$ cat src/design/sqn_freshness_check_assert.svh
// ----------------------------------------------------------------------------
// sqn_freshness_check_assert
// assertion macros shared by the sequence number freshness check
// ----------------------------------------------------------------------------
`ifndef SQN_FRESHNESS_CHECK_ASSERT_SVH
`define SQN_FRESHNESS_CHECK_ASSERT_SVH

// checked outside reset
`define SQN_ASSERT(lbl, prop, msg) \
    lbl: assert property (@(posedge i_clk) disable iff (!i_rst_n) prop) \
        else $error(msg);

// checked at every edge, reset included
`define SQN_ASSERT_ALWAYS(lbl, prop, msg) \
    lbl: assert property (@(posedge i_clk) prop) \
        else $error(msg);

`endif

$ cat src/design/sqn_pkg.sv
// ----------------------------------------------------------------------------
// sqn_pkg
// types, codes and microprogram of the sequence number freshness check
// ----------------------------------------------------------------------------
`default_nettype none

package sqn_pkg;

    localparam int SQN_W     = 48;
    localparam int STATUS_W  = 2;
    localparam int DEXP_W    = 6;
    localparam int AGE_W     = 43;
    localparam int CFG_IDX_W = 1;
    localparam int PC_W      = 3;

    localparam logic [DEXP_W-1:0] DEXP_RST = 6'd28;
    localparam logic [AGE_W-1:0]  AGE_RST  = 43'd32;

    typedef enum logic [CFG_IDX_W-1:0] {
        CFG_DELTA_EXP = 1'b0,
        CFG_AGE_LIMIT = 1'b1
    } t_cfg_idx;

    typedef enum logic [STATUS_W-1:0] {
        ST_ACCEPT = 2'd0,
        ST_AHEAD  = 2'd1,
        ST_OLD    = 2'd2,
        ST_REPLAY = 2'd3
    } t_status;

    typedef enum logic [2:0] {
        OP_LOAD   = 3'd0,
        OP_MRED   = 3'd1,
        OP_RRED   = 3'd2,
        OP_WMSQ   = 3'd3,
        OP_SCAN   = 3'd4,
        OP_RDST   = 3'd5,
        OP_DIFF   = 3'd6,
        OP_DECIDE = 3'd7
    } t_op;

    typedef enum logic [2:0] {
        C_NEVER     = 3'd0,
        C_NO_IN     = 3'd1,
        C_M_BIG     = 3'd2,
        C_R_BIG     = 3'd3,
        C_SCAN_BUSY = 3'd4,
        C_OUT_BUSY  = 3'd5
    } t_cond;

    typedef struct packed {
        t_op              op;
        t_cond            cond;
        logic [PC_W-1:0]  target;
    } t_uword;

    typedef struct packed {
        logic no_in;
        logic m_big;
        logic r_big;
        logic scan_busy;
        logic out_busy;
    } t_flags;

    // microprogram: jump to target while cond holds, else next step
    // the last step falls through to step 0
    function automatic t_uword ucode(input logic [PC_W-1:0] pc);
        t_uword uw;
        unique case (pc)
            3'd0: uw = '{op: OP_LOAD,   cond: C_NO_IN,     target: 3'd0};
            3'd1: uw = '{op: OP_MRED,   cond: C_M_BIG,     target: 3'd1};
            3'd2: uw = '{op: OP_RRED,   cond: C_R_BIG,     target: 3'd2};
            3'd3: uw = '{op: OP_WMSQ,   cond: C_NEVER,     target: 3'd0};
            3'd4: uw = '{op: OP_SCAN,   cond: C_SCAN_BUSY, target: 3'd4};
            3'd5: uw = '{op: OP_RDST,   cond: C_NEVER,     target: 3'd0};
            3'd6: uw = '{op: OP_DIFF,   cond: C_NEVER,     target: 3'd0};
            3'd7: uw = '{op: OP_DECIDE, cond: C_OUT_BUSY,  target: 3'd7};
        endcase
        return uw;
    endfunction

endpackage

`default_nettype wire

$ cat src/design/sqn_in_if.sv
// ----------------------------------------------------------------------------
// sqn_in_if
// request channel: received and highest known sequence numbers
// ----------------------------------------------------------------------------
`default_nettype none

interface sqn_in_if;
    import sqn_pkg::*;

    logic             valid;
    logic             ready;
    logic [SQN_W-1:0] sqn_received;
    logic [SQN_W-1:0] max_sqn;
    logic             max_sqn_valid;

    modport source (
        output valid, sqn_received, max_sqn, max_sqn_valid,
        input  ready
    );

    modport sink (
        input  valid, sqn_received, max_sqn, max_sqn_valid,
        output ready
    );
endinterface

`default_nettype wire

$ cat src/design/sqn_out_if.sv
// ----------------------------------------------------------------------------
// sqn_out_if
// result channel: check status and highest stored sequence number
// ----------------------------------------------------------------------------
`default_nettype none

interface sqn_out_if;
    import sqn_pkg::*;

    logic                valid;
    logic                ready;
    logic [STATUS_W-1:0] status;
    logic [SQN_W-1:0]    highest_sqn;

    modport source (
        output valid, status, highest_sqn,
        input  ready
    );

    modport sink (
        input  valid, status, highest_sqn,
        output ready
    );
endinterface

`default_nettype wire

$ cat src/design/sqn_freshness_check.sv
// ----------------------------------------------------------------------------
// sqn_freshness_check
// sequence number freshness check against a table of stored numbers
// ----------------------------------------------------------------------------
// i_in carries one request beat: received number, highest known number and
// its valid flag. o_res returns one beat per request: status and the stored
// number with the largest counter. i_cfg_* writes delta exponent (index 0)
// and age limit (index 1); write them only while no request is in flight,
// the block itself does not enforce this. Each index field is reduced by
// repeated TABLE_ENTRIES subtraction, one step per subtraction, while it
// reaches TABLE_ENTRIES or more. The result beat becomes valid in the cycle
// in which the next request can be taken. The table scan dominates: one
// entry per cycle through the single, registered table read port, stepped
// by the microcode sequencer.
// Reset clears the table valid bits (every entry reads as zero), restores the
// register defaults and returns the sequencer to the accept step.
// A stalled result holds in the output register; the block takes the next
// request meanwhile and waits in its last step only if a new result is due.
// ----------------------------------------------------------------------------
`default_nettype none

module sqn_freshness_check #(
    parameter int IND_BITS      = 5,
    parameter int TABLE_ENTRIES = 32
) (
    input  wire logic                            i_clk,
    input  wire logic                            i_rst_n,
    input  wire logic                            i_cfg_we,
    input  wire logic [sqn_pkg::CFG_IDX_W-1:0]   i_cfg_idx,
    input  wire logic [sqn_pkg::AGE_W-1:0]       i_cfg_data,
    sqn_in_if.sink                               i_in,
    sqn_out_if.source                            o_res
);
    import sqn_pkg::*;

    t_uword uw;
    t_flags flags;

    sqn_seq u_seq (
        .i_clk   (i_clk),
        .i_rst_n (i_rst_n),
        .i_flags (flags),
        .o_uw    (uw)
    );

    sqn_dp #(
        .IND_BITS      (IND_BITS),
        .TABLE_ENTRIES (TABLE_ENTRIES)
    ) u_dp (
        .i_clk      (i_clk),
        .i_rst_n    (i_rst_n),
        .i_cfg_we   (i_cfg_we),
        .i_cfg_idx  (i_cfg_idx),
        .i_cfg_data (i_cfg_data),
        .i_uw       (uw),
        .o_flags    (flags),
        .i_in       (i_in),
        .o_res      (o_res)
    );
endmodule

`default_nettype wire

$ cat src/design/sqn_seq.sv
// ----------------------------------------------------------------------------
// sqn_seq
// step counter and microcode table, conditional jumps on datapath flags
// ----------------------------------------------------------------------------
`default_nettype none

module sqn_seq (
    input  wire logic            i_clk,
    input  wire logic            i_rst_n,
    input  wire sqn_pkg::t_flags i_flags,
    output sqn_pkg::t_uword      o_uw
);
    import sqn_pkg::*;

    logic [PC_W-1:0] r_pc;
    logic [PC_W-1:0] n_pc;
    t_uword          uw;
    logic            take;

    assign uw   = ucode(r_pc);
    assign o_uw = uw;

    always_comb begin
        case (uw.cond)
            C_NO_IN:     take = i_flags.no_in;
            C_M_BIG:     take = i_flags.m_big;
            C_R_BIG:     take = i_flags.r_big;
            C_SCAN_BUSY: take = i_flags.scan_busy;
            C_OUT_BUSY:  take = i_flags.out_busy;
            default:     take = 1'b0;
        endcase
        n_pc = take ? uw.target : r_pc + PC_W'(1);
    end

    always_ff @(posedge i_clk) begin
        if (!i_rst_n) begin
            r_pc <= '0;
        end else begin
            r_pc <= n_pc;
        end
    end
endmodule

`default_nettype wire

$ cat src/design/sqn_dp.sv
// ----------------------------------------------------------------------------
// sqn_dp
// datapath: sequence number table, maximum scan, window checks, result beat
// ----------------------------------------------------------------------------
`default_nettype none
`include "sqn_freshness_check_assert.svh"

module sqn_dp #(
    parameter int IND_BITS      = 5,
    parameter int TABLE_ENTRIES = 32
) (
    input  wire logic                            i_clk,
    input  wire logic                            i_rst_n,
    input  wire logic                            i_cfg_we,
    input  wire logic [sqn_pkg::CFG_IDX_W-1:0]   i_cfg_idx,
    input  wire logic [sqn_pkg::AGE_W-1:0]       i_cfg_data,
    input  wire sqn_pkg::t_uword                 i_uw,
    output sqn_pkg::t_flags                      o_flags,
    sqn_in_if.sink                               i_in,
    sqn_out_if.source                            o_res
);
    import sqn_pkg::*;

    localparam int CNT_W   = SQN_W - IND_BITS;
    localparam int DIFF_W  = CNT_W + 1;
    localparam int LCMP_W  = (DIFF_W > AGE_W ? DIFF_W : AGE_W) + 1;
    localparam int IDX_W   = $clog2(TABLE_ENTRIES);
    localparam int RED_W   = (IND_BITS > IDX_W ? IND_BITS : IDX_W) + 1;
    localparam int SCNT_W  = $clog2(TABLE_ENTRIES + 1);

    // configuration
    logic [DEXP_W-1:0] r_delta_exp;
    logic [AGE_W-1:0]  r_age_limit;

    always_ff @(posedge i_clk) begin
        if (!i_rst_n) begin
            r_delta_exp <= DEXP_RST;
            r_age_limit <= AGE_RST;
        end else if (i_cfg_we) begin
            unique case (t_cfg_idx'(i_cfg_idx))
                CFG_DELTA_EXP: r_delta_exp <= i_cfg_data[DEXP_W-1:0];
                CFG_AGE_LIMIT: r_age_limit <= i_cfg_data;
            endcase
        end
    end

    // beat capture and index reduction
    logic [SQN_W-1:0] r_rcv;
    logic [SQN_W-1:0] r_msq;
    logic             r_msq_vld;
    logic [RED_W-1:0] r_midx;
    logic [RED_W-1:0] r_ridx;
    logic             m_big;
    logic             r_big;
    logic             load;

    assign load       = (i_uw.op == OP_LOAD) && i_in.valid;
    assign i_in.ready = (i_uw.op == OP_LOAD);
    assign m_big      = r_midx >= RED_W'(TABLE_ENTRIES);
    assign r_big      = r_ridx >= RED_W'(TABLE_ENTRIES);

    always_ff @(posedge i_clk) begin
        if (load) begin
            r_rcv     <= i_in.sqn_received;
            r_msq     <= i_in.max_sqn;
            r_msq_vld <= i_in.max_sqn_valid;
            r_midx    <= RED_W'(i_in.max_sqn[IND_BITS-1:0]);
            r_ridx    <= RED_W'(i_in.sqn_received[IND_BITS-1:0]);
        end else begin
            if (i_uw.op == OP_MRED && m_big) begin
                r_midx <= r_midx - RED_W'(TABLE_ENTRIES);
            end
            if (i_uw.op == OP_RRED && r_big) begin
                r_ridx <= r_ridx - RED_W'(TABLE_ENTRIES);
            end
        end
    end

    // table with per-entry valid bits, unwritten entries read as zero
    logic [SQN_W-1:0]         r_mem [TABLE_ENTRIES];
    logic [TABLE_ENTRIES-1:0] r_vld;
    logic [SQN_W-1:0]         r_rdata;
    logic                     r_rvld;
    logic [SQN_W-1:0]         ent;
    logic [IDX_W-1:0]         rd_addr;
    logic [IDX_W-1:0]         wr_addr;
    logic [SQN_W-1:0]         wr_data;
    logic                     wr_en;
    logic                     wr_msq;
    logic                     decide_go;
    logic                     accept;
    logic                     out_busy;

    logic [SCNT_W-1:0]  r_scan_cnt;
    logic               r_scan_pend;
    logic [IDX_W-1:0]   r_pend_idx;
    logic               scan_issue;

    assign scan_issue = r_scan_cnt < SCNT_W'(TABLE_ENTRIES);
    assign rd_addr    = (i_uw.op == OP_SCAN) ? r_scan_cnt[IDX_W-1:0]
                                             : r_ridx[IDX_W-1:0];
    assign ent        = r_rvld ? r_rdata : '0;

    assign out_busy  = o_res.valid && !o_res.ready;
    assign decide_go = (i_uw.op == OP_DECIDE) && !out_busy;
    assign wr_msq    = (i_uw.op == OP_WMSQ) && r_msq_vld;
    assign wr_en     = wr_msq || (decide_go && accept);
    assign wr_addr   = wr_msq ? r_midx[IDX_W-1:0] : r_ridx[IDX_W-1:0];
    assign wr_data   = wr_msq ? r_msq : r_rcv;

    always_ff @(posedge i_clk) begin
        if (wr_en) begin
            r_mem[wr_addr] <= wr_data;
        end
        r_rdata <= r_mem[rd_addr];
    end

    always_ff @(posedge i_clk) begin
        if (!i_rst_n) begin
            r_vld  <= '0;
            r_rvld <= 1'b0;
        end else begin
            if (wr_en) begin
                r_vld[wr_addr] <= 1'b1;
            end
            r_rvld <= r_vld[rd_addr];
        end
    end

    // maximum counter scan, pipelined over the read latency
    logic [CNT_W-1:0] r_best_cnt;
    logic [SQN_W-1:0] r_best_sqn;
    logic [IDX_W-1:0] r_best_slot;

    always_ff @(posedge i_clk) begin
        if (!i_rst_n) begin
            r_scan_cnt  <= '0;
            r_scan_pend <= 1'b0;
        end else if (i_uw.op == OP_WMSQ) begin
            r_scan_cnt  <= '0;
            r_scan_pend <= 1'b0;
        end else if (i_uw.op == OP_SCAN) begin
            r_scan_pend <= scan_issue;
            if (scan_issue) begin
                r_scan_cnt <= r_scan_cnt + SCNT_W'(1);
            end
        end
    end

    always_ff @(posedge i_clk) begin
        if (i_uw.op == OP_SCAN) begin
            r_pend_idx <= r_scan_cnt[IDX_W-1:0];
            if (r_scan_pend && (r_pend_idx == '0 ||
                    ent[SQN_W-1:IND_BITS] > r_best_cnt)) begin
                r_best_cnt  <= ent[SQN_W-1:IND_BITS];
                r_best_sqn  <= ent;
                r_best_slot <= r_pend_idx;
            end
        end
    end

    // differences and compares
    logic [CNT_W-1:0]         rcv_cnt;
    logic signed [DIFF_W-1:0] r_ahead;
    logic signed [DIFF_W-1:0] r_lag;
    logic                     r_not_newer;
    logic                     r_rcv_top;
    logic signed [DIFF_W-1:0] thr;
    logic signed [LCMP_W-1:0] lag_x;
    logic signed [LCMP_W-1:0] age_x;
    logic                     too_ahead;
    logic                     too_old;
    t_status                  status;

    assign rcv_cnt = r_rcv[SQN_W-1:IND_BITS];

    always_ff @(posedge i_clk) begin
        if (i_uw.op == OP_DIFF) begin
            r_ahead     <= $signed({1'b0, rcv_cnt}) - $signed({1'b0, r_best_cnt});
            r_lag       <= $signed({1'b0, r_best_cnt}) - $signed({1'b0, rcv_cnt});
            r_not_newer <= rcv_cnt <= ent[SQN_W-1:IND_BITS];
            r_rcv_top   <= (rcv_cnt > r_best_cnt) ||
                           (rcv_cnt == r_best_cnt && r_ridx[IDX_W-1:0] <= r_best_slot);
        end
    end

    assign thr       = {{(DIFF_W-1){1'b0}}, 1'b1} << r_delta_exp;
    assign lag_x     = LCMP_W'(r_lag);
    assign age_x     = $signed(LCMP_W'(r_age_limit));
    assign too_ahead = (r_delta_exp < DEXP_W'(CNT_W)) && (r_ahead > thr);
    assign too_old   = lag_x >= age_x;

    always_comb begin
        if (too_ahead) begin
            status = ST_AHEAD;
        end else if (too_old) begin
            status = ST_OLD;
        end else if (r_not_newer) begin
            status = ST_REPLAY;
        end else begin
            status = ST_ACCEPT;
        end
    end

    assign accept = (status == ST_ACCEPT);

    // result register
    logic                r_out_valid;
    logic [STATUS_W-1:0] r_status;
    logic [SQN_W-1:0]    r_highest;
    logic                accept_go;
    logic [CNT_W-1:0]    hi_cnt;

    always_ff @(posedge i_clk) begin
        if (!i_rst_n) begin
            r_out_valid <= 1'b0;
        end else if (decide_go) begin
            r_out_valid <= 1'b1;
        end else if (o_res.ready) begin
            r_out_valid <= 1'b0;
        end
    end

    always_ff @(posedge i_clk) begin
        if (decide_go) begin
            r_status  <= status;
            r_highest <= (accept && r_rcv_top) ? r_rcv : r_best_sqn;
        end
    end

    assign o_res.valid       = r_out_valid;
    assign o_res.status      = r_status;
    assign o_res.highest_sqn = r_highest;

    assign o_flags.no_in     = !i_in.valid;
    assign o_flags.m_big     = m_big;
    assign o_flags.r_big     = r_big;
    assign o_flags.scan_busy = scan_issue || r_scan_pend;
    assign o_flags.out_busy  = out_busy;

    assign accept_go = decide_go && accept;
    assign hi_cnt    = r_highest[SQN_W-1:IND_BITS];

    `SQN_ASSERT(a_idx_reduced, (i_uw.op == OP_SCAN) |-> (!m_big && !r_big), "index not reduced")
    `SQN_ASSERT(a_accept_top, accept_go |=> (hi_cnt >= rcv_cnt), "highest below accepted")
    `SQN_ASSERT(a_accept_vld, accept_go |=> r_vld[r_ridx[IDX_W-1:0]], "accepted entry not marked")
    `SQN_ASSERT_ALWAYS(a_rst_out, !i_rst_n |=> !r_out_valid, "result valid after reset")
endmodule

`default_nettype wire

$ cat src/flat_wrapper.sv
// flat-port wrapper written by rule: the top's interface ports become plain ports
module sqn_freshness_check_flat import sqn_pkg::*;
#(
    parameter int IND_BITS      = 5,
    parameter int TABLE_ENTRIES = 32
)
  (i_clk, i_rst_n, i_cfg_we, i_cfg_idx, i_cfg_data, i_in_valid, i_in_sqn_received, i_in_max_sqn, i_in_max_sqn_valid, i_in_ready, o_res_valid, o_res_status, o_res_highest_sqn, o_res_ready);
  sqn_in_if i_in_i ();
  sqn_out_if o_res_i ();
  input  wire logic i_clk;
  input  wire logic i_rst_n;
  input  wire logic i_cfg_we;
  input  wire logic [sqn_pkg::CFG_IDX_W-1:0] i_cfg_idx;
  input  wire logic [sqn_pkg::AGE_W-1:0] i_cfg_data;
  input wire logic [$bits(i_in_i.valid)-1:0] i_in_valid;
  input wire logic [$bits(i_in_i.sqn_received)-1:0] i_in_sqn_received;
  input wire logic [$bits(i_in_i.max_sqn)-1:0] i_in_max_sqn;
  input wire logic [$bits(i_in_i.max_sqn_valid)-1:0] i_in_max_sqn_valid;
  output wire logic [$bits(i_in_i.ready)-1:0] i_in_ready;
  output wire logic [$bits(o_res_i.valid)-1:0] o_res_valid;
  output wire logic [$bits(o_res_i.status)-1:0] o_res_status;
  output wire logic [$bits(o_res_i.highest_sqn)-1:0] o_res_highest_sqn;
  input wire logic [$bits(o_res_i.ready)-1:0] o_res_ready;
  assign i_in_i.valid = i_in_valid;
  assign i_in_i.sqn_received = i_in_sqn_received;
  assign i_in_i.max_sqn = i_in_max_sqn;
  assign i_in_i.max_sqn_valid = i_in_max_sqn_valid;
  assign i_in_ready = i_in_i.ready;
  assign o_res_valid = o_res_i.valid;
  assign o_res_status = o_res_i.status;
  assign o_res_highest_sqn = o_res_i.highest_sqn;
  assign o_res_i.ready = o_res_ready;
  sqn_freshness_check #(.IND_BITS(IND_BITS), .TABLE_ENTRIES(TABLE_ENTRIES)) u_core (.i_clk(i_clk), .i_rst_n(i_rst_n), .i_cfg_we(i_cfg_we), .i_cfg_idx(i_cfg_idx), .i_cfg_data(i_cfg_data), .i_in(i_in_i), .o_res(o_res_i));
endmodule
$ cat config.mk
export PLATFORM = sky130hd
export DESIGN_NAME = sqn_freshness_check_flat
export DESIGN_NICKNAME = d
export VERILOG_FILES = /design/src/design/sqn_pkg.sv /design/src/design/sqn_in_if.sv /design/src/design/sqn_out_if.sv /design/src/design/sqn_freshness_check.sv /design/src/design/sqn_seq.sv /design/src/design/sqn_dp.sv /design/src/flat_wrapper.sv
export VERILOG_INCLUDE_DIRS = /design/src /design/src/design
export SDC_FILE = /design/constraint.sdc
export NUM_CORES = 2
export LEC_CHECK = 0
export BUFFER_PORTS_ARGS = -buffer_cell sky130_fd_sc_hd__buf_2
export CORE_MARGIN = 10
export CORE_UTILIZATION = 45
export CTS_BUF_LIST = sky130_fd_sc_hd__clkbuf_2 sky130_fd_sc_hd__clkbuf_4 sky130_fd_sc_hd__clkbuf_8
export DETAILED_ROUTE_END_ITERATION = 10
export GPL_TIMING_DRIVEN = 0
export HOLD_SLACK_MARGIN = 0.06
export MAX_ROUTING_LAYER = met4
export PLACE_DENSITY = 0.68
export SYNTH_ARGS = -nofsm -noshare
export SYNTH_HDL_FRONTEND = slang
export SYNTH_SLANG_ARGS = --single-unit
$ cat constraint.sdc
create_clock -name i_clk -period 9.8 [get_ports i_clk]
set_input_delay 1.96 -clock i_clk [delete_from_list [all_inputs] [get_ports i_clk]]
set_output_delay 1.96 -clock i_clk [all_outputs]
set_load 0.005 [all_outputs]
==> impl_metrics.ini <==
[outcome]
outcome = complete, no violations

[synth]
synth_area_leaders = edfxtp_1 66%, mux4_2 11%, ha_1 4.0%, dfxtp_1 3.6%, nand2_1 3.4%
syn_nets = 5618
seq_area_frac_synth_pct = 69.7
ys_ff_latch = 1981
synth.most_common_cell = edfxtp_1
synth-edff-count = 1830
yosys_warnings = 0
ys_top_cells_by_count = 1830 x edfxtp_1, 753 x nand2_1, 392 x mux4_2
synth.top_cell.area_share_pct = 66.0
ys_async_sr_fraction_pct = 0
syn_area_um2 = 83200
syn-instance-count = 5201
synth-main-ff-cell = edfxtp_1
synth_area_leader_cell = edfxtp_1
avgSynthCellArea_um2 = 16.0
yosysUniqueCellTypes = 74

[timing]
rsz0062_at_grt = false
fmax_ghz = 0.162
slew_headroom_pct = 3.32
period_share_pct = 63.0
drv_slew = 0
tightest_slew_ns = 1.45
hold_viol = 0
whs_ns = 0.446
fin_skew_ns = 0.0819
setup_viol = 0
min_period_ns = 6.18
layout_setup_ws_ns = 3.62

[grt]
grt_pass1_vias = 49100
grtUsageTotal_pct = 22.7
grt_max_degree = 56
grt_pass1_wl_um = 331000
overflow = 0
antenna_found_initial = 11

[floorplanning]
num_rows = 157
pin_count = 198
die_h_um = 450
core_area_um2 = 183000
dieArea_um2 = 203000
die_w_um = 450
start_util_pct = 45.4

[cts]
hold_buffers = 0
clockBufferDepth = 4
post_cts_buffers = 0
worstSkewPairLatency_ns = 1.07
cts_tree = yes
clock-sinks = 1981
cts-resized-gates = 0
cts_made_buffers = 325
cts_root_buf = clkbuf_8
clk_pin_slew_ns = 0.06
cts_max_level = 5

[routing]
wl_per_cell_um = 26.9
first_pass_iters = 8
drc = 0
route.vias.total = 48800
antenna_left = 0
finalWirelength_um = 229000
drtIter0Drc = 5765
via_per_inst = 5.75

[place]
port_buffers = 197
post-place-ws_ns = 3.66
dpl.hpwl_um = 164000
dp.cells = 7934
gp_congestion = 0.911

[setup_path]
worstPathArrival_ns = 6.91
cp.required_ns = 10.53
critical_path.endpoint_type = register
worstSetupPathType = register to register
crit_fanout = 17
cp-start-kind = register

[pwr]
leakage_nw = 33.1
power_density_nw_per_um2 = 242
ir_worst_vdd_mv = 0.337

[cells_and_area]
drive_gt1_share_pct = 22.1
area_delta_synth_final_pct = 14.6
fin_nets = 6214
final_cells = 8491

[job]
maxCapViolCount = 0

[hold_path]
hp-class = register to register
state kept, by name, indices dropped and copies added (netlist names), 2 cells and up:
signal                         flops
u_core.u_dp.r_delta_exp            6
u_core.u_dp.r_ahead               44
u_core.u_dp.r_vld                 32
u_core.u_dp.r_rdata               48
u_core.u_dp.r_scan_cnt             6
u_core.u_dp.r_best_slot            5
u_core.u_dp.r_mem               1536
u_core.u_dp.r_ridx                 5
u_core.u_dp.r_best_sqn            48
u_core.u_seq.o_uw                  8
u_core.u_dp.o_res.status           2
u_core.u_dp.r_rcv                 44
u_core.u_dp.r_lag                 43
u_core.u_dp.r_pend_idx             5
u_core.u_seq.r_pc                  3
u_core.u_dp.r_msq                 43
u_core.u_dp.o_res.highest_sqn     48
u_core.u_dp.r_midx                 6
u_core.u_dp.r_age_limit           43
per-stage QoR:
step	util, %	setup TNS [ns]	instance area (µm²)	power [W]
floorplan	-	0	83200	0.0140
global route	52.0	0	95300	0.0240
global placement	47.6	-4270.61	87300	0.0161
finish	52.0	0	95400	0.0231
CTS	51.9	0	95300	0.0231
detailed placement	48.6	0	89200	0.0162
cell type report:
class	instances	area [µm²]
diodes	9	22.5
plain buffers	243	1040
clock buffers	459	5640
clock inverters	89	509
fillers	14900	88100
inverters	212	796
multi-input cells	2765	23700
flip-flops and latches	1981	58000
well taps	2464	3080
repair buffers	269	2540
power breakdown:
group,leakage (nW),switching [W],internal [W]
logic,12.1,0.00372,0.00208
registers,17.7,0.000318,0.0100
clock network,3.27,0.00318,0.00379
placed cells by master, fill, tap and decap left out, types with 151 or more instances in the layout:
| cell | netlist | layout |
|---|---|---|
| buf_2 | 51 | 248 |
| a21oi_1 | 206 | 206 |
| nand3_1 | 274 | 274 |
| o21ai_0 | 156 | 156 |
| mux4_2 | 392 | 392 |
| ha_1 | 269 | 269 |
| nand2_1 | 753 | 753 |
| clkbuf_8 | 0 | 351 |
| clkbuf_1 | 168 | 165 |
| inv_1 | 211 | 211 |
| dfxtp_1 | 151 | 151 |
| edfxtp_1 | 1830 | 1830 |
critical path: stages (launching register included):
cell,delay (ns)
dfxtp_1,0.37
clkbuf_1,0.37
nand2_1,0.15
nor3_1,0.47
nand2_1,0.12
ha_1,0.33
nand4_1,0.16
nor3_1,0.34
and4_1,0.34
o311a_1,0.27
nor3_1,0.09
mux2i_2,0.78
nor4_1,0.15
a21oi_1,1.04
nor2_4,0.36
buf_12,0.30
buf_12,0.17
metal layers:
layer | share of wire, % | up-vias | GRT usage (%)
met2 | 49 | 2370 | 37.0
met1 | 37 | 24800 | 27.1
met3 | 8.8 | 488 | 5.00
li1 | - | 21200 | -
met4 | 5.3 | 0 | 10.3
met5 | 0 | - | -
path summary, 6_finish.rpt:
kind | start | slack, ns | depth (start not counted) | end
worst max-delay path | u_core.u_dp.r_delta_exp[0] | 3.62 | 16 | u_core.u_dp.r_mem[15][34]
worst max register to register | u_core.u_dp.r_delta_exp[0] | 3.62 | 16 | u_core.u_dp.r_mem[15][34]
worst min-delay path | u_core.u_dp.r_midx[5] | 0.45 | 1 | u_core.u_dp.r_midx[5]
worst min register to register | u_core.u_dp.r_midx[5] | 0.45 | 1 | u_core.u_dp.r_midx[5]
cells by family after synthesis:
logic type,Yosys count,share of synthesized area (%)
AOI/OAI and AO/OA,573,4.17
buffers and inverters,455,2.20
adders and majority gates,271,4.09
muxes,500,12.0
xor gates and xnor gates,86,0.905
DFF,1981,69.7
and+or+nand+nor,1335,6.99
Note: power is estimated with default switching activity, not from simulation.
